[src/assert_macros.svh]
// assertion macros used by the convolution controller
`ifndef ASSERT_MACROS_SVH
`define ASSERT_MACROS_SVH
`ifndef SYNTHESIS
`define C2D_ASSERT(lbl, prop) \
  lbl: assert property (@(posedge clk) disable iff (!rst_n) (prop)) \
    else $error("c2d assertion failed");
`define C2D_NEVER(lbl, expr) \
  lbl: assert property (@(posedge clk) disable iff (!rst_n) !(expr)) \
    else $error("c2d forbidden condition");
`else
`define C2D_ASSERT(lbl, prop)
`define C2D_NEVER(lbl, expr)
`endif
`endif

[src/c2d_pkg.sv]
// types and constants of the same-size convolution block
`timescale 1ns / 1ps
package c2d_pkg;

  localparam int IDX_W      = 6;
  localparam int DATA_W     = 16;
  localparam int OUT_W      = 40;
  localparam int PROD_W     = 32;
  localparam int POS_W      = 9;
  localparam int DIM_W      = 7;
  localparam int KDIM_W     = 3;
  localparam int FRAC_W     = 4;
  localparam int REQ_W      = 2;
  localparam int CFG_IDX_W  = 3;
  localparam int CFG_DATA_W = 7;

  localparam logic [REQ_W-1:0] REQ_LOAD_KERNEL = 2'd0;
  localparam logic [REQ_W-1:0] REQ_LOAD_IMAGE  = 2'd1;
  localparam logic [REQ_W-1:0] REQ_COMPUTE     = 2'd2;

  localparam logic [CFG_IDX_W-1:0] CFG_IMAGE_ROWS  = 3'd0;
  localparam logic [CFG_IDX_W-1:0] CFG_IMAGE_COLS  = 3'd1;
  localparam logic [CFG_IDX_W-1:0] CFG_KERNEL_ROWS = 3'd2;
  localparam logic [CFG_IDX_W-1:0] CFG_KERNEL_COLS = 3'd3;
  localparam logic [CFG_IDX_W-1:0] CFG_FRAC_BITS   = 3'd4;

  typedef struct packed {
    logic [DIM_W-1:0]  rows;
    logic [DIM_W-1:0]  cols;
    logic [KDIM_W-1:0] krows;
    logic [KDIM_W-1:0] kcols;
    logic [FRAC_W-1:0] frac;
  } cfg_t;

  typedef struct packed {
    logic              wr_kernel;
    logic              wr_image;
    logic              capture;
    logic              clear;
    logic              tap_go;
    logic              tap_last;
    logic [KDIM_W-1:0] tap_a;
    logic [KDIM_W-1:0] tap_b;
    logic              bypass;
    logic              load_out;
    logic              err;
  } ctrl_cmd_t;

  typedef struct packed {
    logic in_image;
    logic acc_done;
  } dp_sts_t;

endpackage

[src/c2d_cfg.sv]
// configuration registers with clamping to the storage limits
`timescale 1ns / 1ps
module c2d_cfg #(
  parameter int MAX_ROWS        = 64,
  parameter int MAX_COLS        = 64,
  parameter int MAX_KERNEL_ROWS = 7,
  parameter int MAX_KERNEL_COLS = 7
) (
  input  logic                               clk,
  input  logic                               rst_n,
  input  logic                               cfg_we,
  input  logic [c2d_pkg::CFG_IDX_W-1:0]      cfg_index,
  input  logic [c2d_pkg::CFG_DATA_W-1:0]     cfg_data,
  output c2d_pkg::cfg_t                      cfg
);
  import c2d_pkg::*;

  logic [DIM_W-1:0]  image_rows_r, image_cols_r;
  logic [KDIM_W-1:0] kernel_rows_r, kernel_cols_r;
  logic [FRAC_W-1:0] frac_r;

  always_ff @(posedge clk) begin
    if (!rst_n) begin
      image_rows_r  <= 7'd64;
      image_cols_r  <= 7'd64;
      kernel_rows_r <= 3'd3;
      kernel_cols_r <= 3'd3;
      frac_r        <= 4'd0;
    end else if (cfg_we) begin
      unique case (cfg_index)
        CFG_IMAGE_ROWS:  image_rows_r  <= cfg_data;
        CFG_IMAGE_COLS:  image_cols_r  <= cfg_data;
        CFG_KERNEL_ROWS: kernel_rows_r <= cfg_data[KDIM_W-1:0];
        CFG_KERNEL_COLS: kernel_cols_r <= cfg_data[KDIM_W-1:0];
        CFG_FRAC_BITS:   frac_r        <= cfg_data[FRAC_W-1:0];
        default: ;
      endcase
    end
  end

  always_comb begin
    cfg.rows  = (int'(image_rows_r) > MAX_ROWS) ? DIM_W'(MAX_ROWS) : image_rows_r;
    cfg.cols  = (int'(image_cols_r) > MAX_COLS) ? DIM_W'(MAX_COLS) : image_cols_r;
    cfg.krows = (int'(kernel_rows_r) > MAX_KERNEL_ROWS) ? KDIM_W'(MAX_KERNEL_ROWS)
                                                         : kernel_rows_r;
    cfg.kcols = (int'(kernel_cols_r) > MAX_KERNEL_COLS) ? KDIM_W'(MAX_KERNEL_COLS)
                                                         : kernel_cols_r;
    cfg.frac  = frac_r;
  end

endmodule

[config.mk]
export PLATFORM = sky130hd
export DESIGN_NAME = c2d_cfg
export DESIGN_NICKNAME = d
export VERILOG_FILES = /design/src/assert_macros.svh /design/src/c2d_pkg.sv /design/src/c2d_cfg.sv
export SDC_FILE = /design/constraint.sdc
export NUM_CORES = 1
export LEC_CHECK = 0
export BUFFER_PORTS_ARGS = -buffer_cell sky130_fd_sc_hd__buf_2
export CAP_MARGIN = 20
export CORE_AREA = 2 2 52 54
export CTS_BUF_LIST = sky130_fd_sc_hd__clkbuf_8
export DETAILED_ROUTE_END_ITERATION = 8
export DIE_AREA = 0 0 54 56
export PLACE_DENSITY = 0.73
export SYNTH_ARGS = -nofsm -noshare
export SYNTH_HDL_FRONTEND = slang
export SYNTH_SLANG_ARGS = --single-unit
[constraint.sdc]
create_clock -name clk -period 0.8 [get_ports clk]
set_clock_uncertainty 0.1 [all_clocks]
set_input_delay 0 -clock clk [delete_from_list [all_inputs] [get_ports clk]]
set_output_delay 0 -clock clk [all_outputs]
set_load 0.02 [all_outputs]
# Word level (Yosys, flattened, before mapping)
# Cells that the tools add are included.
totals:
  register_bits: 24
  latch_bits: 0
  ram_bits: 0
  mem_bits_ro: 0
  inputBits: 13
  word_cells: 19
  mem_count: 0
classes:
  n_addsub: 0
  n_mul: 0
  div_mod_pow: 0
  order_cmp: 2
  eq_ne: 4
  shift: 0
  n_mux: 2
  n_bitwise: 0
  reduce_logical: 6
op_table:
  columns: ["operator", "n"]
  rows:
  - ["$gt 7x7->1 const B", 2]
  - ["$mux 7", 2]
  - ["$reduce_and 2->1", 5]
  - ["$eq 3x2->1 const B", 2]
  - ["$eq 3x1->1 const B", 1]
  - ["$eq 3x3->1 const B", 1]
  - ["$logic_not 3->1", 1]

# Longest topological paths before layout
# Gate-level depths: netlist of run 1.
depth:
  word_depth: 2
  depth_mapped: 3
  mapped_depth_nobuf: 2

# Worst setup path before layout of run 1
# OpenSTA, ideal clock, no wires.
synth_timing:
  path_type: "input to register"
  startpoint: "input cfg_index[1] (netlist name)"
  endpoint: "register image_rows_r[2]"
  arrival_time_ns: 0.602
  required_time_ns: 0.628
  setup_slack_ns: 0.026
  stages: 3
  cell_sequence: "nor4b_2 -> buf_4 -> mux2i_1"
synth_between:
  elab_chain_len: 2
synth_rtl:
  columns: ["element", "line_no", "source"]
  rows:
  - ["start: declaration", "c2d_cfg.sv:12", "input logic [c2d_pkg::CFG_IDX_W-1:0] cfg_index,"]
  - ["$logic_not 3->1", "c2d_cfg.sv:30", "unique case (cfg_index)"]
  - ["$reduce_and 2->1 (no line)", null, null]
  - ["end signal: assignment", "c2d_cfg.sv:31", "CFG_IMAGE_ROWS: image_rows_r <= cfg_data;"]
  - ["end: declaration", "c2d_cfg.sv:18", "logic [DIM_W-1:0] image_rows_r, image_cols_r;"]
# Every way passes these cells.
# A chain may end at the register's enable or synchronous reset.

==> run summary, run 1 <==
The clock sink total is 24. From bottom edge to top edge, the die measures 56 um. The leakage power is 0.0006479 uW.

The final critical path time including I/O delays and setup came out at 1.008 ns. Dividing the detail-routed via count by the number of cells gives 4.802. In this run the clock root is driven by a clkbuf_8. The number of cells on the critical path came out at 2. The number of top-level pins came out at 37.

Net switching is 21.83% of the power. The count of different cell masters after synthesis is 13. Once placement finished, the instance area stood at 1270 um2.

The worst path uses 126.0% of the clock period. Across all register-to-register paths, the minimum setup slack is 0.03 ns. Counting along the longest clock path gives a buffer depth of 2. On the critical path, the stage with the largest delay is an instance of dfxtp_4. The fill cell instance count of the final layout is 221. Max-cap violations in this run came to 0. The number of global-route vias before repair is 782. Yosys attributes the largest share of cell area to dfxtp_1, mux2i_1, nor2b_1. The worst-case hold path end point is image_cols_r[6]$_SDFFE_PN1P_. The worst-path maximum fanout came out at 8.

The remaining antenna violation count after routing is 0. The register area share after synthesis is 45.77%. The buffering stage count on the worst path with inverters included came out at 1. The multi-input combinational cell area is 529.3 um2. The largest single stage delay on the critical path is 0.38 ns.

The number of warnings reported in the yosys synthesis log came out at 0. Setup repair after global routing could not meet its margin everywhere. The die footprint is 3024 um2. After detailed routing, the wire length on met1 is 1059 um. When the netlist entered floorplanning its net count stood at 119.

The largest net degree at the start of global routing came out at 24. The total standard cell area after synthesis came out at 1050 um2. TritonCTS built the clock tree.

The floorplan has 18 rows. The final weighted congestion in routability-driven placement came out at 0.7622. Routed signal wires occupy layers up through met4. The number of placed instances, taps included came out at 169. The die span in x came out at 54 um. The most used flip-flop cell after synthesis is dfxtp_1. The critical path arrival came out at 0.91 ns.

The number of cells on the worst reg-to-reg path came out at 2. The cell depth of the worst min-delay path came out at 3. The met2 layer wire length in the routed design came out at 1014 um.

The path type of the worst min-delay path is input port to register. For this run the aggregate overflow at the end of global routing stands at 0. The global router's overall resource usage came out at 15.73%. The number of synthesized flops with an enable pin is 0. The highest achievable clock rate is 992.0 MHz. The endpoint required time on the critical path came out at 0.70 ns. The overall power of the completed layout is 2272 uW. In the detailed route, the total length drawn on met3 is 90 um. The clock latency of the later-clocked register in the worst-skew pair came out at 0.26 ns. Synthesis produced 106 cells. The total setup violations reported at the end of the flow came out at 24.

The number of non-filler instances in the completed layout is 177. Among cell families on the critical path, the largest total delay comes from flip-flops. The least setup slack across all paths after layout is -0.2081 ns. Hold timing on the final database bottoms out at a slack of -0.08193 ns. The share of power burned in registers came out at 54.4%. The relative contribution of combinational cells to total power is 10.4%. The power spent charging and discharging nets came out at 496.0 uW. The power density over cell area is 1520 nW/um2. The biggest area contributor in the post-synthesis netlist is dfxtp_1.

By count the netlist is led by dfxtp_1, mux2i_1, nand2_1. The core region is 2432 um2. From synthesis to final layout, the design area changed by 42.43%. The startpoint identified for the worst register-to-register timing path is image_cols_r[6]$_SDFFE_PN1P_. Clock tree synthesis inserted a total of 3 buffers. The share of total power dissipated in the clock network is 35.3%.

The transition time at the pin with the least slew margin came out at 0.2341 ns. The async set-or-reset flop fraction in the synthesized netlist is 0%. The net total in the final layout is 161.

The via count of the routed design came out at 850. The clock input transition at the sequential cells of the worst setup and hold paths is 0.08 ns. The max-slew violation total from the final report came out at 0. The critical register-to-register path endpoint is image_cols_r[6]$_SDFFE_PN1P_.

STA classifies the critical path startpoint as a register. The first routing iteration left 10 violations. The relative max-transition margin came out at 84.31%. For this run, design rule violations remaining after detail routing come to 0. The first-pass iteration count of the detailed router is 3.

The maximum level of the CTS H-tree came out at 1. The final reports fail on negative hold slack, negative setup slack. In the final routed layout, each cell accounts on average for 12.28 um. In this run the tool buffered the top-level ports with 36 buffer cells.

The cell area after layout is 1495 um2. The average cell area after synthesis came out at 9.903 um2. The number of endpoints with negative hold slack in the final report is 14.

The run finished, with violations left. The internal portion of total power is 1776 uW. The kind of capture point of the worst setup path is a primary output. The share of the synthesized area in the top cell type is 45.77%.

The startpoint of the worst hold path is cfg_data[6]. The post-DP HPWL came out at 1538 um. The initial antenna violation count is 0. For this block, the routed nets add up to 2174 um of wire. The sequential cell area in the final layout is 503.0 um2. In this run, synthesis produced a sequential element count of 24. The share of cells above drive strength 1 is 44.90%. The final antenna diode count came out at 0. The signal on the critical path passes through nor2b_1, buf_4.

Across the VDD grid, the largest voltage drop is 1.031 mV. The global-route wire length before repair is 3622 um. The effective utilization at floorplan is 43.16%. The type of the worst setup path is register to primary output. The number of buffers added to fix hold violations after cts came out at 2.
-- kinds of logic after synthesis --
| family | after synthesis | synth area share, % |
|---|---|---|
| multiplexers | 24 | 22.88 |
| flip-flops | 24 | 45.77 |
| AND/OR/NAND/NOR | 50 | 26.82 |
| buffers and inverters | 8 | 4.529 |
-- metal layers --
layer / global-route usage (%) / up-vias
li1: - / 432
met1: 22.30 / 401
met2: 24.22 / 15
met3: 3.495 / 2
met4: 3.214 / 0
met5: 0 / -
-- cell type report --
cell class | instances | area share, %
clock buffers | 4 | 3.682
flip-flops and latches | 24 | 33.64
multi-input cells | 74 | 35.40
repair buffers | 45 | 24.77
well taps | 30 | 2.510
-- power groups by stage --
stage	registers, uW	clock network [uW]	logic (uW)
global placement	1260	0	202
finish	1240	801	235
detailed placement	1260	0	205
CTS	1240	809	228
global route	1240	859	253
floorplan	1270	0	108
-- per-stage QoR --
step / hold slack (ns) / util (%) / TNS (ns) / worst slack (ns)
after floorplan: 0.06151 / - / 0 / 0.02649
after global placement: 0.1736 / 52.21 / -1.727 / -0.1588
after detailed placement: 0.1856 / 52.21 / -1.874 / -0.1862
after CTS: -0.08140 / 60.39 / -2.712 / -0.2115
after global routing: -0.07261 / 61.47 / -3.567 / -0.2492
final: -0.08193 / 61.47 / -2.800 / -0.2081
-- sequential cells by signal, summed over array words and instances, names as in the netlist --
register,flops
kernel_rows_r,3
image_cols_r,7
frac_r,4
kernel_cols_r,3
image_rows_r,7
-- how the worst max path moves through the flow --
| stage | startpoint | endpoint | slack [ns] |
|---|---|---|---|
| CTS | image_rows_r[6]$_SDFFE_PN1P_ | cfg[17] | -0.21 |
| global route | image_rows_r[6]$_SDFFE_PN1P_ | cfg[18] | -0.25 |
| detailed placement | cfg_index[1] | image_rows_r[4]$_SDFFE_PN0P_ | -0.19 |
| floorplan | cfg_index[1] | image_rows_r[2]$_SDFFE_PN0P_ | 0.03 |
| finish | image_rows_r[6]$_SDFFE_PN1P_ | cfg[18] | -0.21 |
| global placement | cfg_index[1] | image_rows_r[3]$_SDFFE_PN0P_ | -0.16 |
-- worst min-delay path: cells and delay by family --
family | cells | cell delay [ns]
muxes | 1 | 0.11
buffers and inverters | 1 | 0.08
and+or+nand+nor | 1 | 0.05
-- layout by cell type, fill, tap and decap left out --
cell and count:
nor2b_1 18, nand4b_1 1, mux2i_1 24, nand4bb_1 1, buf_2 12, and4bb_2 1
nand2_1 24, buf_12 1, buf_4 18, dfxtp_2 12, dlygate4sd3_1 2, nor4b_2 1
clkbuf_8 4, nor2b_2 3, and4bb_1 1, dfxtp_4 2, buf_6 12, dfxtp_1 10
-- what timing repair did --
action	in CTS	in global routing
endpoints found under the hold margin	19	11
endpoints found under the setup margin	26	26
buffers inserted	0	2
resized for setup	51	4
(Power assumes the default switching activity.)
==> run 2, diff against run 1 <==
- SETUP_SLACK_MARGIN: not set -> 0.4
==> run 2 against run 1 <==
Net effect: the flow still finishes with violations (negative hold slack, negative setup slack); flip-flop and latch count unchanged; register-to-register slack worse by 0.07 ns; clock power rose by 2.7%; non-clock buffer count is 4 lower; largest cell class unchanged.
==> run summary, run 2 (synthesis results as in run 1) <==
The first-pass iteration count of the detailed router is 4. Walking the worst path, the cells encountered are nor2b_2, buf_6. The relative max-transition margin is 79.34%. The clock buffer count from CTS came out at 3.

The final hold slack came out at -0.1015 ns. The via count of the routed design is 851. The flow ran to the end, but the final reports show violations. The highest achievable clock rate came out at 963.0 MHz. Setup repair after global routing could not meet its margin everywhere. The initial antenna violation count came out at 0.

The number of placed instances, taps included came out at 169. The most critical setup path has its startpoint at image_cols_r[6]$_SDFFE_PN1P_. The standard-cell row count is 18. The overall power of the completed layout is 2275 uW.

From bottom edge to top edge, the die measures 56 um. The transition time at the pin with the least slew margin came out at 0.3100 ns. The fill cell instance count of the final layout is 203. TritonCTS built the clock tree. The least setup slack across all paths after layout came out at -0.2385 ns. The max-slew violation total from the final report is 0. The path type of the worst min-delay path is input port to register. In the final layout, the registers with the most flip-flops are image_cols_r x7, image_rows_r x7, frac_r x4. The detail route stage leaves a number of antenna-violating nets equal to 0. The maximum buffer depth of the clock tree came out at 2. The delay of the slowest cell on the worst path is 0.42 ns. Once the floorplan was initialized, standard cells occupied 43.16% of the core.

The startpoint of the worst hold path is cfg_data[4]. After routing, the total negative slack on setup checks comes to -3.493 ns. The cell area after layout came out at 1630 um2. The number of global-route vias before repair is 845.

The maximum level of the CTS H-tree came out at 1. The net total in the final layout is 157. The final antenna diode count is 0. The root buffer cell chosen for the clock tree is clkbuf_8.

The clock sink total is 24. The placed cell area is 1371 um2. Counting both buffers and inverters, the worst setup path holds a total of 1.

The die is 54 um wide. The critical path is of the register to primary output type. Of all nets on the critical path, the largest fanout is 8. The wire length reported by the detailed router came out at 2292 um.

The die footprint came out at 3024 um2. After detailed routing, the number of remaining DRC violations is 0. Of the cells placed in the final design, the portion with a size suffix greater than 1 is 63.64%. Port buffering added 36 buffers. The maximum vdd ir drop came out at 1.067 mV. The final period utilization is 129.8%. In this run the critical register-to-register path is launched from image_cols_r[6]$_SDFFE_PN1P_. The number of DRC markers after the initial detailed-route iteration is 3. The number of non-filler instances in the completed layout came out at 173. The core region area came out at 2432 um2. The reported max-cap violation count is 0. The final critical path time including I/O delays and setup is 1.038 ns. The largest net degree at the start of global routing came out at 21. The congestion estimate from routability-driven global placement came to 0.6951. The number of endpoints with negative hold slack in the final report is 16.

The worst setup path is launched from a register. From synthesis to final layout, the design area changed by 55.30%. Summed over all layers, the global routing overflow is 0. The global router's overall resource usage is 16.28%. The library cell used most frequently in the layout, excluding fill and tap cells, is buf_6. The family of cells with the greatest summed delay on the critical path is flip-flops. The clock input transition at the sequential cells of the worst setup and hold paths is 0.08 ns. Leaving out fill and tap cells, the most frequent cells in the layout are buf_6, mux2i_1, nand2_1. The post-detailed-route wirelength per cell came out at 13.25 um. The global-route wire length before repair is 3726 um. The library cell contributing the largest single delay on the critical path is dfxtp_4. The checks that failed: negative hold slack, negative setup slack. The kind of capture point of the worst setup path is a primary output. The clock latency of the later-clocked register in the worst-skew pair came out at 0.27 ns. The post-DP HPWL is 1720 um.

Dividing total power by cell area gives a power density of 1396 nW/um2. The endpoint required time on the critical path came out at 0.70 ns. Dividing the detail-routed via count by the number of cells gives 4.919. Pin placement for this block handled 37 I/O pins. The critical path arrival came out at 0.94 ns.

The total setup violations reported at the end of the flow came out at 26. The leakage power is 0.0006523 uW.
## run 2: worst min-delay path: cells and delay by family
family	cells	cell delay, ns
simple gates	1	0.07
mux	1	0.06
buf+inv	1	0.10
## run 2: timing repair
item | in CTS | in global routing
hold endpoints to repair | 16 | 16
resized for setup | 58 | 15
pin swaps | 1 | 2
setup buffers | 0 | 0
endpoints found under the setup margin | 48 | 48
## run 2: final timing paths
path	end	depth (start not counted)	slack, ns
max	cfg[13]	2	-0.24
min	image_rows_r[4]$_SDFFE_PN0P_	3	-0.10
max reg2reg	image_cols_r[6]$_SDFFE_PN1P_	2	-0.04
min reg2reg	image_rows_r[4]$_SDFFE_PN0P_	2	0.36
## run 2: cell type report
| type | instances | area [um2] | area share [%] |
|---|---|---|---|
| clock buffer | 4 | 55.05 | 3.377 |
| multi-input combinational | 74 | 623.1 | 38.22 |
| sequential | 24 | 540.5 | 33.15 |
| tap | 30 | 37.54 | 2.302 |
| timing repair buffer | 41 | 374.1 | 22.95 |
## run 2: through the flow
stage | utilization [%] | setup slack, ns
finish | 67.03 | -0.2385
global route | 67.03 | -0.2749
CTS | 65.07 | -0.2355
detailed placement | 56.38 | -0.1896
global placement | 56.38 | -0.1423
floorplan | - | 0.04089
## run 2: per-layer routing
metal | track usage (%) | wire, um | up-vias
li1 | - | - | 423
met1 | 21.70 | 1013 | 403
met2 | 25.61 | 1150 | 23
met3 | 3.495 | 111 | 2
met4 | 5.357 | 17 | 0
met5 | 0 | 0 | -
## run 2: report_power, final
part / leakage [uW] / switching, uW / internal, uW / total (uW)
sequential: 0.000205 / 27.0 / 1190 / 1220
combinational: 0.000419 / 116 / 118 / 234
clock: 0.0000288 / 384 / 439 / 823
