$ cat config.mk
export PLATFORM = sky130hd
export DESIGN_NAME = c2d_ctrl
export DESIGN_NICKNAME = d
export VERILOG_FILES = /design/src/c2d_pkg.sv /design/src/c2d_ctrl.sv
export VERILOG_INCLUDE_DIRS = /design/src /design/src/src
export SDC_FILE = /design/constraint.sdc
export NUM_CORES = 1
export LEC_CHECK = 0
export ABC_AREA = 1
export BUFFER_PORTS_ARGS = -buffer_cell sky130_fd_sc_hd__buf_2
export CAP_MARGIN = 25
export CORE_MARGIN = 8
export CORE_UTILIZATION = 35
export DETAILED_ROUTE_END_ITERATION = 8
export GPL_TIMING_DRIVEN = 1
export SLEW_MARGIN = 20
export SYNTH_ARGS = -nofsm -noshare
export SYNTH_HDL_FRONTEND = slang
export SYNTH_SLANG_ARGS = --single-unit
$ cat constraint.sdc
create_clock -name clk -period 3.9 [get_ports clk]
set_input_delay 0.39 -clock clk [delete_from_list [all_inputs] [get_ports clk]]
set_output_delay 0.39 -clock clk [all_outputs]
set_load 0.01 [all_outputs]
$ cat src/assert_macros.svh
// assertion macros used by the convolution controller
`ifndef ASSERT_MACROS_SVH
`define ASSERT_MACROS_SVH
`ifndef SYNTHESIS
`define C2D_ASSERT(lbl, prop) \
  lbl: assert property (@(posedge clk) disable iff (!rst_n) (prop)) \
    else $error("c2d assertion failed");
`define C2D_NEVER(lbl, expr) \
  lbl: assert property (@(posedge clk) disable iff (!rst_n) !(expr)) \
    else $error("c2d forbidden condition");
`else
`define C2D_ASSERT(lbl, prop)
`define C2D_NEVER(lbl, expr)
`endif
`endif

$ cat src/c2d_pkg.sv
// types and constants of the same-size convolution block
`timescale 1ns / 1ps
package c2d_pkg;

  localparam int IDX_W      = 6;
  localparam int DATA_W     = 16;
  localparam int OUT_W      = 40;
  localparam int PROD_W     = 32;
  localparam int POS_W      = 9;
  localparam int DIM_W      = 7;
  localparam int KDIM_W     = 3;
  localparam int FRAC_W     = 4;
  localparam int REQ_W      = 2;
  localparam int CFG_IDX_W  = 3;
  localparam int CFG_DATA_W = 7;

  localparam logic [REQ_W-1:0] REQ_LOAD_KERNEL = 2'd0;
  localparam logic [REQ_W-1:0] REQ_LOAD_IMAGE  = 2'd1;
  localparam logic [REQ_W-1:0] REQ_COMPUTE     = 2'd2;

  localparam logic [CFG_IDX_W-1:0] CFG_IMAGE_ROWS  = 3'd0;
  localparam logic [CFG_IDX_W-1:0] CFG_IMAGE_COLS  = 3'd1;
  localparam logic [CFG_IDX_W-1:0] CFG_KERNEL_ROWS = 3'd2;
  localparam logic [CFG_IDX_W-1:0] CFG_KERNEL_COLS = 3'd3;
  localparam logic [CFG_IDX_W-1:0] CFG_FRAC_BITS   = 3'd4;

  typedef struct packed {
    logic [DIM_W-1:0]  rows;
    logic [DIM_W-1:0]  cols;
    logic [KDIM_W-1:0] krows;
    logic [KDIM_W-1:0] kcols;
    logic [FRAC_W-1:0] frac;
  } cfg_t;

  typedef struct packed {
    logic              wr_kernel;
    logic              wr_image;
    logic              capture;
    logic              clear;
    logic              tap_go;
    logic              tap_last;
    logic [KDIM_W-1:0] tap_a;
    logic [KDIM_W-1:0] tap_b;
    logic              bypass;
    logic              load_out;
    logic              err;
  } ctrl_cmd_t;

  typedef struct packed {
    logic in_image;
    logic acc_done;
  } dp_sts_t;

endpackage

$ cat src/c2d_ctrl.sv
// controller: accepts items and steps the tap sequence of a compute
`timescale 1ns / 1ps
`include "assert_macros.svh"
module c2d_ctrl (
  input  logic                            clk,
  input  logic                            rst_n,
  input  logic                            in_valid,
  output logic                            in_ready,
  input  logic [c2d_pkg::REQ_W-1:0]       in_req_type,
  output logic                            out_valid,
  input  logic                            out_ready,
  input  c2d_pkg::cfg_t                   cfg,
  input  c2d_pkg::dp_sts_t                sts,
  output c2d_pkg::ctrl_cmd_t              cmd
);
  import c2d_pkg::*;

  typedef enum logic [3:0] {
    S_IDLE   = 4'b0001,
    S_RUN    = 4'b0010,
    S_DRAIN  = 4'b0100,
    S_FINISH = 4'b1000
  } state_t;

  state_t            state_r, state_nxt;
  logic [KDIM_W-1:0] a_r, a_nxt, b_r, b_nxt;
  logic              bypass_r, bypass_nxt;
  logic              err_r, err_nxt;
  logic              out_valid_r, out_valid_nxt;
  logic              fire;
  logic              kernel_empty;
  logic              last_tap;

  assign in_ready     = (state_r == S_IDLE);
  assign out_valid    = out_valid_r;
  assign fire         = in_valid && in_ready;
  assign kernel_empty = (cfg.krows == '0) || (cfg.kcols == '0);
  assign last_tap     = bypass_r ||
                        ((a_r == cfg.krows - 3'd1) && (b_r == cfg.kcols - 3'd1));

  always_comb begin
    state_nxt     = state_r;
    a_nxt         = a_r;
    b_nxt         = b_r;
    bypass_nxt    = bypass_r;
    err_nxt       = err_r;
    out_valid_nxt = out_valid_r && !out_ready;
    cmd           = '0;
    cmd.tap_a     = a_r;
    cmd.tap_b     = b_r;
    cmd.bypass    = bypass_r;
    cmd.err       = err_r;
    unique case (state_r)
      S_IDLE: begin
        if (fire) begin
          case (in_req_type)
            REQ_LOAD_KERNEL: cmd.wr_kernel = 1'b1;
            REQ_LOAD_IMAGE:  cmd.wr_image = 1'b1;
            REQ_COMPUTE: begin
              cmd.capture = 1'b1;
              if (sts.in_image) begin
                cmd.clear  = 1'b1;
                a_nxt      = '0;
                b_nxt      = '0;
                bypass_nxt = kernel_empty;
                err_nxt    = 1'b0;
                state_nxt  = S_RUN;
              end else begin
                err_nxt   = 1'b1;
                state_nxt = S_FINISH;
              end
            end
            default: ;
          endcase
        end
      end
      S_RUN: begin
        cmd.tap_go   = 1'b1;
        cmd.tap_last = last_tap;
        if (last_tap) begin
          state_nxt = S_DRAIN;
        end else if (b_r == cfg.kcols - 3'd1) begin
          b_nxt = '0;
          a_nxt = a_r + 3'd1;
        end else begin
          b_nxt = b_r + 3'd1;
        end
      end
      S_DRAIN: begin
        if (sts.acc_done) begin
          state_nxt = S_FINISH;
        end
      end
      S_FINISH: begin
        if (!out_valid_r || out_ready) begin
          cmd.load_out  = 1'b1;
          out_valid_nxt = 1'b1;
          state_nxt     = S_IDLE;
        end
      end
      default: state_nxt = S_IDLE;
    endcase
  end

  always_ff @(posedge clk) begin
    if (!rst_n) begin
      state_r     <= S_IDLE;
      a_r         <= '0;
      b_r         <= '0;
      bypass_r    <= 1'b0;
      err_r       <= 1'b0;
      out_valid_r <= 1'b0;
    end else begin
      state_r     <= state_nxt;
      a_r         <= a_nxt;
      b_r         <= b_nxt;
      bypass_r    <= bypass_nxt;
      err_r       <= err_nxt;
      out_valid_r <= out_valid_nxt;
    end
  end

  `C2D_NEVER(a_done_outside_drain, sts.acc_done && (state_r != S_DRAIN))
  `C2D_ASSERT(a_out_from_finish, $rose(out_valid_r) |-> $past(state_r == S_FINISH))
  `C2D_ASSERT(a_run_in_kernel, (state_r == S_RUN) && !bypass_r |->
              (a_r < cfg.krows) && (b_r < cfg.kcols))

endmodule

# --- Word-level counts from Yosys, hierarchy flattened ---
# Cells that the tools add are included.
# W data, S select, Z words.
word_totals:
  reg_bits: 13
  latch_bits: 0
  ram_bits: 0
  romBits: 0
  input_bits: 32
  out_inout_bits: 17
  memories: 0
op_classes:
  addsub: 4
  n_mul: 0
  n_div: 0
  magnitude_cmp: 0
  eq_ne: 16
  shift: 0
  muxes: 28
  n_bitwise: 0
  reduce_logical: 17
op_table:
  columns: ["op", "n"]
  rows:
  - ["$mux W4", 8]
  - ["$mux W3", 7]
  - ["$pmux W4 S4", 1]
  - ["$pmux W3 S2", 2]
  - ["$ne A2 B2 Y1 const B", 5]
  - ["$reduce_and A5 Y1", 2]
  - ["$mux W1", 8]
  - ["$add A3 B1 Y3 const B", 2]
  - ["$eq A3 B3 Y1", 2]
  - ["$logic_not A3 Y1", 2]
  - ["$ne A2 B1 Y1 const B", 3]
  - ["$reduce_and A6 Y1", 1]
  - ["$sub A3 B1 Y3 const B", 2]
  - ["$eq A4 B1 Y1 const B", 1]
  - ["$eq A4 B2 Y1 const B", 1]
  - ["$eq A4 B3 Y1 const B", 1]
  - ["$eq A4 B4 Y1 const B", 1]
  - ["$mux W2", 2]
  - ["$reduce_and A4 Y1", 1]
  - ["$logic_and A1 B1 Y1", 3]
  - ["$logic_or A1 B1 Y1", 3]
  - ["$reduce_and A3 Y1", 1]
  - ["$eq A2 B1 Y1 const B", 1]
  - ["$eq A2 B2 Y1 const B", 1]
  - ["other kinds (3)", 4]

# --- Depth between registers and ports, before layout ---
# Gate-level depths: netlist of run 1.
depth:
  depth_word: 6
  mapped_depth: 15
  mapped_depth_nobuf: 15

# --- Least setup slack after synthesis of run 1 ---
# Ideal clock, no wire load.
synth_timing:
  path_kind: "input to output"
  from: "input cfg[4] (netlist bit)"
  to: "output cmd[9] (netlist bit)"
  arrival_ps: 1391
  setup_slack_ps: 2119
  path_stages: 9
  path_cell_list: "inv_1 ha_1 xor2_1 nand2_1 nor2_2 nand2_1 nand2_1 nand2_2 inv_1"
synth_rtl:
  columns: ["element", "line_no", "text"]
  rows:
  - ["start, declared", "c2d_ctrl.sv:12", "input c2d_pkg::cfg_t cfg,"]
  - ["end, declared", "c2d_ctrl.sv:14", "output c2d_pkg::ctrl_cmd_t cmd"]

==> results of run 1 <==
## kinds of logic (layout without fill, tap and decap cells)
logic type	count (synthesis)	in the layout	synth area share, %
adders and majority gates	6	6	7.71
and+or+nand+nor	77	77	39.3
buffers and inverters	32	63	13.5
AOI/OAI and AO/OA	13	13	8.23
DFF	13	13	26.7
xor gates and xnor gates	5	5	4.50
## layer usage
| layer | global-route usage (%) | vias up | share of wire [%] |
|---|---|---|---|
| li1 | - | 508 | - |
| met1 | 12.1 | 392 | 45 |
| met4 | 6.02 | 0 | 2.1 |
| met3 | 3.23 | 4 | 8.8 |
| met5 | 0 | - | 0 |
| met2 | 16.3 | 26 | 44 |
## worst max path at each step
stage | start | endpoint | slack [ns]
after floorplan | cfg[4] | cmd[9] | 2.12
after global placement | cfg[4] | cmd[9] | 1.83
after detailed placement | cfg[4] | cmd[9] | 1.80
after CTS | cfg[4] | cmd[9] | 1.80
after global routing | cfg[4] | cmd[9] | 1.68
final | cfg[4] | cmd[9] | 1.82
## per-stage QoR
stage | instances | hold WS (ns) | worst slack [ns] | power (mW)
5_1_grt | 208 | 0.405 | 1.68 | 0.365
6_report | 208 | 0.409 | 1.82 | 0.335
4_1_cts | 208 | 0.403 | 1.80 | 0.341
2_1_floorplan | 146 | 0.478 | 2.12 | 0.230
3_5_place_dp | 204 | 0.487 | 1.80 | 0.259
3_3_place_gp | 204 | 0.493 | 1.83 | 0.255
## area by class of cell
cell class	count	share of cell area [%]
Timing Repair Buffer	30	12.8
Multi-Input combinational cell	101	49.8
Inverter	29	9.53
Sequential cell	13	22.3
Clock buffer	4	2.25
Tap cell	31	3.32
## Yosys cell counts, drive strengths merged
cell type / instances / area share (%)
a221oi: 1 / 0.90
xnor2: 1 / 0.90
nor4: 2 / 1.3
ha: 6 / 7.7
o2111ai: 1 / 0.90
dfxtp: 13 / 27
nand2: 38 / 16
buf: 3 / 2.1
nand4: 1 / 0.64
nor2: 25 / 13
nor3: 1 / 0.51
nand3: 8 / 6.4
a21oi: 7 / 4.0
or2: 2 / 1.5
xor2: 4 / 3.6
inv: 29 / 11
o21ai: 4 / 2.4
## sequential cells by signal (all words and copies together) (netlist names)
register   flops
bypass_r       1
b_r            3
a_r            3
err_r          1
state_r        4
out_valid      1
## critical path, delay by kind of cell
kind / cells / cell delay (ns)
fa+ha+maj: 1 / 0.30
buf+inv: 4 / 0.32
xor+xnor: 1 / 0.13
simple gates: 5 / 0.54
## power groups by stage
stage	clock [mW]	combinational (mW)	sequential [mW]
6_report	0.0809	0.105	0.150
5_1_grt	0.0916	0.122	0.151
4_1_cts	0.0850	0.107	0.150
3_5_place_dp	0	0.106	0.153
3_3_place_gp	0	0.103	0.152
2_1_floorplan	0	0.0766	0.154
==> flow_results.org, run 1 <==
** Die
- Area of the core :: 2710 um^2
- The die covers 4720 um^2.
- Number of cell rows :: 19
- Die Y-Extent :: 68.7 um
- Boundary pin count :: 49
- Die width :: 68.7 um
- Initial core utilization :: 35.9%

** Synth
- Counting flops and latches in the post-synthesis netlist gives 13.
- Synthesis produced a netlist whose cell count is 146.
- Mean post-synth cell area :: 6.67 um^2
- The synthesized netlist occupies a cell area of 973 um^2.
- After synthesis, flip-flops and latches occupy 26.7% of the total area.
- Post-synthesis net count :: 184
- Warning count from the yosys run :: 0
- Yosys mapped the design onto 29 distinct sky130hd cell types.

** Job
- Max-capacitance violation count :: 0

** Worst hold path
- End point of the worst hold path :: state_r[2]
- Path type of the worst min-delay path :: in2reg
- Origin of the worst min-delay path :: sts[0]
- Hold path cells :: 3

** Worst setup path
- Reg-to-Reg End :: a_r[1]
- The worst setup path is of the in2out kind.
- Of all nets on the critical path, the largest fanout is 4.
- Length in cells of the worst reg-to-reg path :: 10
- Walking the worst path, the cells encountered are buf_2 > inv_1 > ha_1 > xor2_1 > nand2_1 > nor2_2 > nand2_1 > nand2_1 > nand2_2 > inv_1 > buf_2.
- The worst setup path is launched from an input port.
- Arrival time of data at the critical path endpoint :: 1.69 ns
- Crit. End Element :: output port
- The largest individual stage delay along the critical path comes from the cell sky130_fd_sc_hd__ha_1.
- Worst R2R Setup Slack :: 2.44 ns
- RR Startpoint :: b_r[0]
- The cell that appears most often on the critical path is sky130_fd_sc_hd__nand2_1.
- Data on the critical path is required at its endpoint by 3.51 ns.
- Delay contributed by the slowest stage of the critical path :: 0.30 ns

** Layout
- Share of cells above drive strength 1 :: 30.5%
- Total area of sequential cells :: 260 um^2
- Final net count :: 216
- With fillers left out, the area of the finished cells amounts to 1170 um^2.
- The multi-input combinational cells in the finished layout cover a total of 582 um^2.
- At the end of the flow the core is filled with cells to 43.1%.
- The repair_antennas step left the layout with diodes totalling 0.
- Leaving out fill and tap cells, the most frequent cells in the layout are 34 x sky130_fd_sc_hd__nand2_1, 30 x sky130_fd_sc_hd__buf_2, 25 x sky130_fd_sc_hd__inv_1.
- The filler cells instantiated in the layout total 311.
- Layout overhead on the synthesized area :: 20.1%
- The library cell used most frequently in the layout, excluding fill and tap cells, is sky130_fd_sc_hd__nand2_1.

** Power
- The clock network burns 24.1% of the power.
- In this run switching power makes up 33.2% of total power.
- Cell internal power was estimated by the tool at 0.224 mW.
- For this design the static power due to leakage is 0.683 nW.
- Combinational cells account for 31.2% of the total power.
- IR analysis of the VDD net gives a maximum drop of 0.122 mV.
- Sequential fraction of design power :: 44.6%
- Psw :: 0.111 mW
- For this design the ratio of total power to cell area is 287 nW/um^2.

** Drt
- DRT antenna net count :: 0
- Violation count after the first detailed-routing iteration :: 19
- After detailed routing, the number of remaining DRC violations is 0.
- Via density per instance :: 4.47
- Detailed-route via count :: 930
- Routed wirelength normalized by instance count :: 10.5 um
- Total detailed-routing wirelength :: 2.18 mm
- 1st-pass router iterations :: 4

** Timing
- Hold Violations, Final :: 0
- RSZ-0062 raised after global routing :: no
- The number of slew-limit violations in the final report was 0.
- Max Clk Rate :: 480 MHz
- Setup Total Neg Slack :: 0 ns
- In this run the tightest slew margin relative to its limit is 82.9%.
- At the pin with the least slew margin, the transition time is 0.254 ns.
- Clock tree skew after final layout :: 0.00592 ns
- Fin crit share :: 53.4%
- Counting I/O delays and the setup requirement, the final critical path takes 2.08 ns.
- Setup-violating endpoint count in the final report :: 0

** Clock network
- The clock passes through at most 2 buffers.
- Clock latency on the worst-skew pair :: 0.27 ns
- After clock tree synthesis, the clock-pin slew on the worst setup and hold paths is 0.07 ns.
- Number of clock sinks :: 13
- Clock H-tree levels :: 1
- In this run the post-CTS setup repair buffer count came out at 0.
- The number of gates resized after CTS was 0.
- Cts bufs inserted :: 3
- In this run, post-CTS hold repair placed 0 buffers.
- Library cell used as clock root buffer :: sky130_fd_sc_hd__clkbuf_4
- CTS tree :: done

** Placement
- Detailed placement finished with a half-perimeter wire length of 1.87 mm.
- In this run the cell area measured after placement is 1140 um^2.
- Routability-driven placement finished with a final weighted congestion of 0.755.
- In this run the tool buffered the top-level ports with 30 buffer cells.

** Global routing
- Global routing finished with a remaining overflow of 0.
- Maximum number of pins on one net before global-route repair :: 10
- For this run, the total global-route usage over all layers was measured as 10.3%.
- The first global-routing pass estimated 3.72 mm of wire.
- The initial antenna violation count is 0.
- Number of global-route vias before repair :: 896

** Outcome
- The flow ran to the end, and the final reports show no timing, DRC or antenna violations.
No activity file was read; power rests on OpenSTA's default activity.
==> run 2, diff against run 1 <==
--- a/config.mk
+++ b/config.mk
@@ -6,13 +6,14 @@
 export SDC_FILE = /design/constraint.sdc
 export NUM_CORES = 1
 export LEC_CHECK = 0
-export ABC_AREA = 1
+export ABC_AREA = 0
 export BUFFER_PORTS_ARGS = -buffer_cell sky130_fd_sc_hd__buf_2
 export CAP_MARGIN = 25
 export CORE_MARGIN = 8
 export CORE_UTILIZATION = 35
 export DETAILED_ROUTE_END_ITERATION = 8
 export GPL_TIMING_DRIVEN = 1
+export PLACE_DENSITY = 0.67
 export SLEW_MARGIN = 20
 export SYNTH_ARGS = -nofsm -noshare
 export SYNTH_HDL_FRONTEND = slang
==> constraint.sdc (replaced) <==
create_clock -name clk -period 1.67 [get_ports clk]
set_input_delay 0.167 -clock clk [delete_from_list [all_inputs] [get_ports clk]]
set_output_delay 0.167 -clock clk [all_outputs]
set_load 0.01 [all_outputs]
==> run 2 against run 1 <==
- the run now ends with setup timing left
- power grew to 2.8 times the previous value
- clock skew is 0.0044 ns lower
- sequential cell count stayed put
- global-route usage is 2.2 points higher
- setup slack worse by 2.0 ns
- design area is 22% higher
- hold slack worse by 0.18 ns
- sequential power is 130% higher
- utilization is 10 points higher
- critical endpoint is now cmd[11]
- highest routed layer unchanged
==> flow_results.org, run 2 <==
** Outcome
- Run status :: finished, violations left (was complete, no violations)
- Failing checks :: setup timing

** Timing
- After layout, the worst path uses 110% of the clock period.
- Final setup margin :: -0.160 ns (was 1.82 ns)
- Max Clk Rate :: 547 MHz
- Pins over their slew limit :: 0 (unchanged)
- Clock tree skew after final layout :: 0.00151 ns (was 0.00592 ns)
- RSZ-0062 raised after global routing: yes (was no).
- Setup Total Neg Slack :: -1.43 ns (was 0 ns)
- The max-slew headroom at the worst pin was 70.5% (was 82.9%).
- Worst slew pin tran :: 0.438 ns (was 0.254 ns)
- The count of endpoints failing hold in the final timing report was 0 (unchanged).
- Setup-violating endpoint count in the final report :: 12 (was 0)
- Post-route minimum period :: 1.83 ns

** Power
- The highest ir drop seen on vdd came to 0.450 mV (was 0.122 mV).
- The fraction of power spent switching nets came to 31.3% (was 33.2%).
- The fraction of power consumed by combinational cells is 43.1% (was 31.2%).
- Pwr dens :: 653 nW/um^2 (was 287 nW/um^2)
- The net switching power figure is 0.292 mW (was 0.111 mW).
- The internal power was 0.639 mW (was 0.224 mW).
- The clock share of power was 20.1% (was 24.1%).
- Leakage :: 0.725 nW (was 0.683 nW)
- The sequential group share of total power was 36.8% (was 44.6%).

** Clock network
- Clock latency on the worst-skew pair :: 0.27 ns (about the same)
- The number of H-tree branching levels came to 1 (unchanged).
- The buffer cell driving the clock tree root is sky130_fd_sc_hd__clkbuf_4 (unchanged).
- Number of clock sinks :: 13 (unchanged)
- The clock slew at the register clock pins of the worst setup and hold paths is 0.07 ns (about the same).
- Number of buffers between clock root and the deepest sink :: 2 (unchanged)
- The number of CTS-inserted buffers was 3 (unchanged).
- CTS tree :: done (unchanged)

** Layout
- Post-Route Utilization :: 53.5% (was 43.1%)
- Commonest cells after routing, fill and taps aside :: 28 x sky130_fd_sc_hd__buf_2, 24 x sky130_fd_sc_hd__buf_4, 13 x sky130_fd_sc_hd__inv_1 (was 34 x sky130_fd_sc_hd__nand2_1, 30 x sky130_fd_sc_hd__buf_2, 25 x sky130_fd_sc_hd__inv_1)
- Share of cells above drive strength 1 :: 44.4% (was 30.5%)
- Largest registers: state_r: 4 flops, a_r: 3 flops, b_r: 3 flops (unchanged).
- The area of all placed cells without fillers is 1430 um^2 (was 1170 um^2).
- Layout overhead on the synthesized area :: 49.7% (was 20.1%)
- The count of nets after finishing came to 210 (was 216).
- The largest register by flop count is state_r (unchanged).
- The flip-flop count of the largest register, all copies and words added came to 4 (unchanged).
- The most common cell after layout, fill and taps aside is sky130_fd_sc_hd__buf_2 (was sky130_fd_sc_hd__nand2_1).
- The antenna cell count came to 0 (unchanged).

** Die
- The height of the chip was 68.2 um (was 68.7 um).
- Area of the core :: 2660 um^2 (was 2710 um^2)
- Initial core utilization :: 35.8% (was 35.9%)
- The die outline area came to 4650 um^2 (was 4720 um^2).
- Die width :: 68.2 um (was 68.7 um)
- The placement row count is 19 (unchanged).
- Boundary pin count :: 49 (unchanged)

** Synth
- Warning count from the yosys run :: 0 (unchanged)
- Cell types occupying the most area after synthesis: sky130_fd_sc_hd__dfxtp_1 27%, sky130_fd_sc_hd__ha_1 7.9%, sky130_fd_sc_hd__inv_1 5.9%, sky130_fd_sc_hd__xnor3_1 4.7%, sky130_fd_sc_hd__nor2_1 3.9% (was sky130_fd_sc_hd__dfxtp_1 27%, sky130_fd_sc_hd__nand2_1 13%, sky130_fd_sc_hd__inv_1 9.6%, sky130_fd_sc_hd__ha_1 7.7%, sky130_fd_sc_hd__nor2_1 7.3%).
- The summed instance area of the synthesized netlist came to 952 um^2 (was 973 um^2).
- The instance count of the mapped netlist came to 113 (was 146).
- The share of the synthesized area in the top cell type is 27.3% (was 26.7%).
- The number of storage elements in the synthesis netlist was 13 (unchanged).
- Share of synthesized registers carrying an async set or reset :: 0% (unchanged)
- Cell with the most instances after synthesis :: sky130_fd_sc_hd__inv_1 (was sky130_fd_sc_hd__nand2_1)
- Predominant post-synthesis flop cell :: sky130_fd_sc_hd__dfxtp_1 (unchanged)
- The number of enable flip-flop cells after synthesis was 0 (unchanged).
- Post-synthesis net count :: 151 (was 184)
- Cell types with the highest counts after synthesis :: 15 x sky130_fd_sc_hd__inv_1, 13 x sky130_fd_sc_hd__dfxtp_1, 10 x sky130_fd_sc_hd__nor2_1, 7 x sky130_fd_sc_hd__nand2_1 (was 34 x sky130_fd_sc_hd__nand2_1, 25 x sky130_fd_sc_hd__inv_1, 19 x sky130_fd_sc_hd__nor2_1, 13 x sky130_fd_sc_hd__dfxtp_1)
- The sequential cell area fraction in the yosys report was 27.3% (was 26.7%).
- The mean post-synth cell area is 8.43 um^2 (was 6.67 um^2).
- Synth cell types :: 36 (was 29)
- Most area-hungry cell type in the Yosys netlist :: sky130_fd_sc_hd__dfxtp_1 (unchanged)

** Global routing
- The initial antenna violation count came to 0 (unchanged).
- Maximum number of pins on one net before global-route repair :: 9 (was 10)
- Number of global-route vias before repair :: 1076 (was 896)
- Overflow after GRT :: 0 (unchanged)
- The global-route wire length before repair came to 4.58 mm (was 3.72 mm).
- Total global-route track usage :: 12.6% (was 10.3%)

** Placement
- The weighted congestion reported at the end of routability-driven placement is 0.828 (was 0.755).
- The port buffer count was 30 (unchanged).
- Total half-perimeter wirelength after legalization and detailed placement :: 2.27 mm (was 1.87 mm)
- The instance area at placement came to 1290 um^2 (was 1140 um^2).
- The post-placement worst setup slack is -0.106 ns (was 1.80 ns).

** Worst setup path
- Arrival time of data at the critical path endpoint :: 1.66 ns (was 1.69 ns)
- The slowest cell on the critical path is sky130_fd_sc_hd__or4b_4 (was sky130_fd_sc_hd__ha_1).
- The biggest fanout along the worst timing path was 4 (unchanged).
- Delay contributed by the slowest stage of the critical path :: 0.56 ns (was 0.30 ns)
- Required @ worst endpoint :: 1.50 ns (was 3.51 ns)
- Ordered list of cells on the worst path: or4b_4 > buf_6 > nor2_1 > buf_2 (was buf_2 > inv_1 > ha_1 > xor2_1 > nand2_1 > nor2_2 > nand2_1 > nand2_1 > nand2_2 > inv_1 > buf_2).
- The endpoint type of the worst setup path is an output port (unchanged).
- Category of the worst setup path launch point :: flop (was input port)
- The type of the worst setup path was reg2out (was in2out).

** Drt
- Detailed-route via count :: 1054 (was 930)
- Routed wirelength normalized by instance count :: 13.8 um (was 10.5 um)
- The number of detailed-route iterations in the first pass is 4 (unchanged).
- The number of DRC markers after the initial detailed-route iteration came to 27 (was 19).
- The number of remaining DRC errors came to 0 (unchanged).
- The total routed wirelength was 2.79 mm (was 2.18 mm).
- The via density per instance came to 5.22 (was 4.47).
- The antenna violation net count after detailed routing came to 0 (unchanged).

** Job
- The number of max-cap violations is 0 (unchanged).

** Worst hold path
- Path type of the worst min-delay path :: in2reg (unchanged)
run 2: cell types whose count changed after synthesis, moves of 6 or more:
cell	change
sky130_fd_sc_hd__nor2_1	-9
sky130_fd_sc_hd__nand2_1	-27
sky130_fd_sc_hd__inv_1	-10
sky130_fd_sc_hd__nor2b_1	+6
run 2: kinds of logic (layout without fill, tap and decap cells):
kind of cell,after synthesis,in the layout,synth area share (%)
compound gates,26,26,22.5
xor+xnor,6,6,8.41
fa+ha+maj,6,6,7.88
buf+inv,19,77,8.54
flops,13,13,27.3
simple gates,43,43,25.4
run 2: worst paths after layout:
check,start,to,slack (ns),cells after the start
max reg2reg,state_r[2],a_r[0],-0.13,6
min reg2reg,err_r,err_r,0.51,2
max,state_r[2],cmd[11],-0.16,4
min,out_ready,out_valid,0.23,4
run 2: critical path: cells and delay by family, from the launching register on:
kind	cells	cell delay, ns
buf+inv	2	0.32
simple gates	2	0.74
flops	1	0.33
run 2: stage by stage:
step / cells / power (mW) / hold slack (ns)
5_1_grt: 202 / 0.995 / 0.248
2_1_floorplan: 113 / 0.515 / 0.362
6_report: 202 / 0.931 / 0.230
3_5_place_dp: 193 / 0.660 / 0.496
3_3_place_gp: 193 / 0.646 / 0.482
4_1_cts: 199 / 0.911 / 0.234
run 2: final cells by class:
type                    count  area, um^2
well taps                  31        38.8
fillers                   265        1240
multi-input cells          81         647
inverters                  15        61.3
flip-flops and latches     13         264
clock buffers               4        26.3
repair buffers             58         388
run 2: timing repair:
item                                    4_1_cts  5_1_grt
endpoints found under the setup margin       16       15
setup buffers                                 2        4
gates resized for setup                      12        8
hold buffers                                  0        0
pin swaps                                     4        2
run 2: power by group through the flow:
stage | clock, mW | combinational [mW] | sequential [mW]
after floorplan | 0 | 0.160 | 0.354
after detailed placement | 0 | 0.313 | 0.347
after global placement | 0 | 0.299 | 0.347
after CTS | 0.192 | 0.378 | 0.341
after global routing | 0.212 | 0.438 | 0.345
final | 0.187 | 0.402 | 0.342
run 2: metal layers:
layer | global-route usage (%) | vias up | part of all wire [%]
met2 | 23.9 | 36 | 49
met1 | 13.4 | 486 | 42
met3 | 3.27 | 4 | 8.6
li1 | - | 528 | -
met4 | 2.81 | 0 | 0.93
met5 | 0 | - | 0
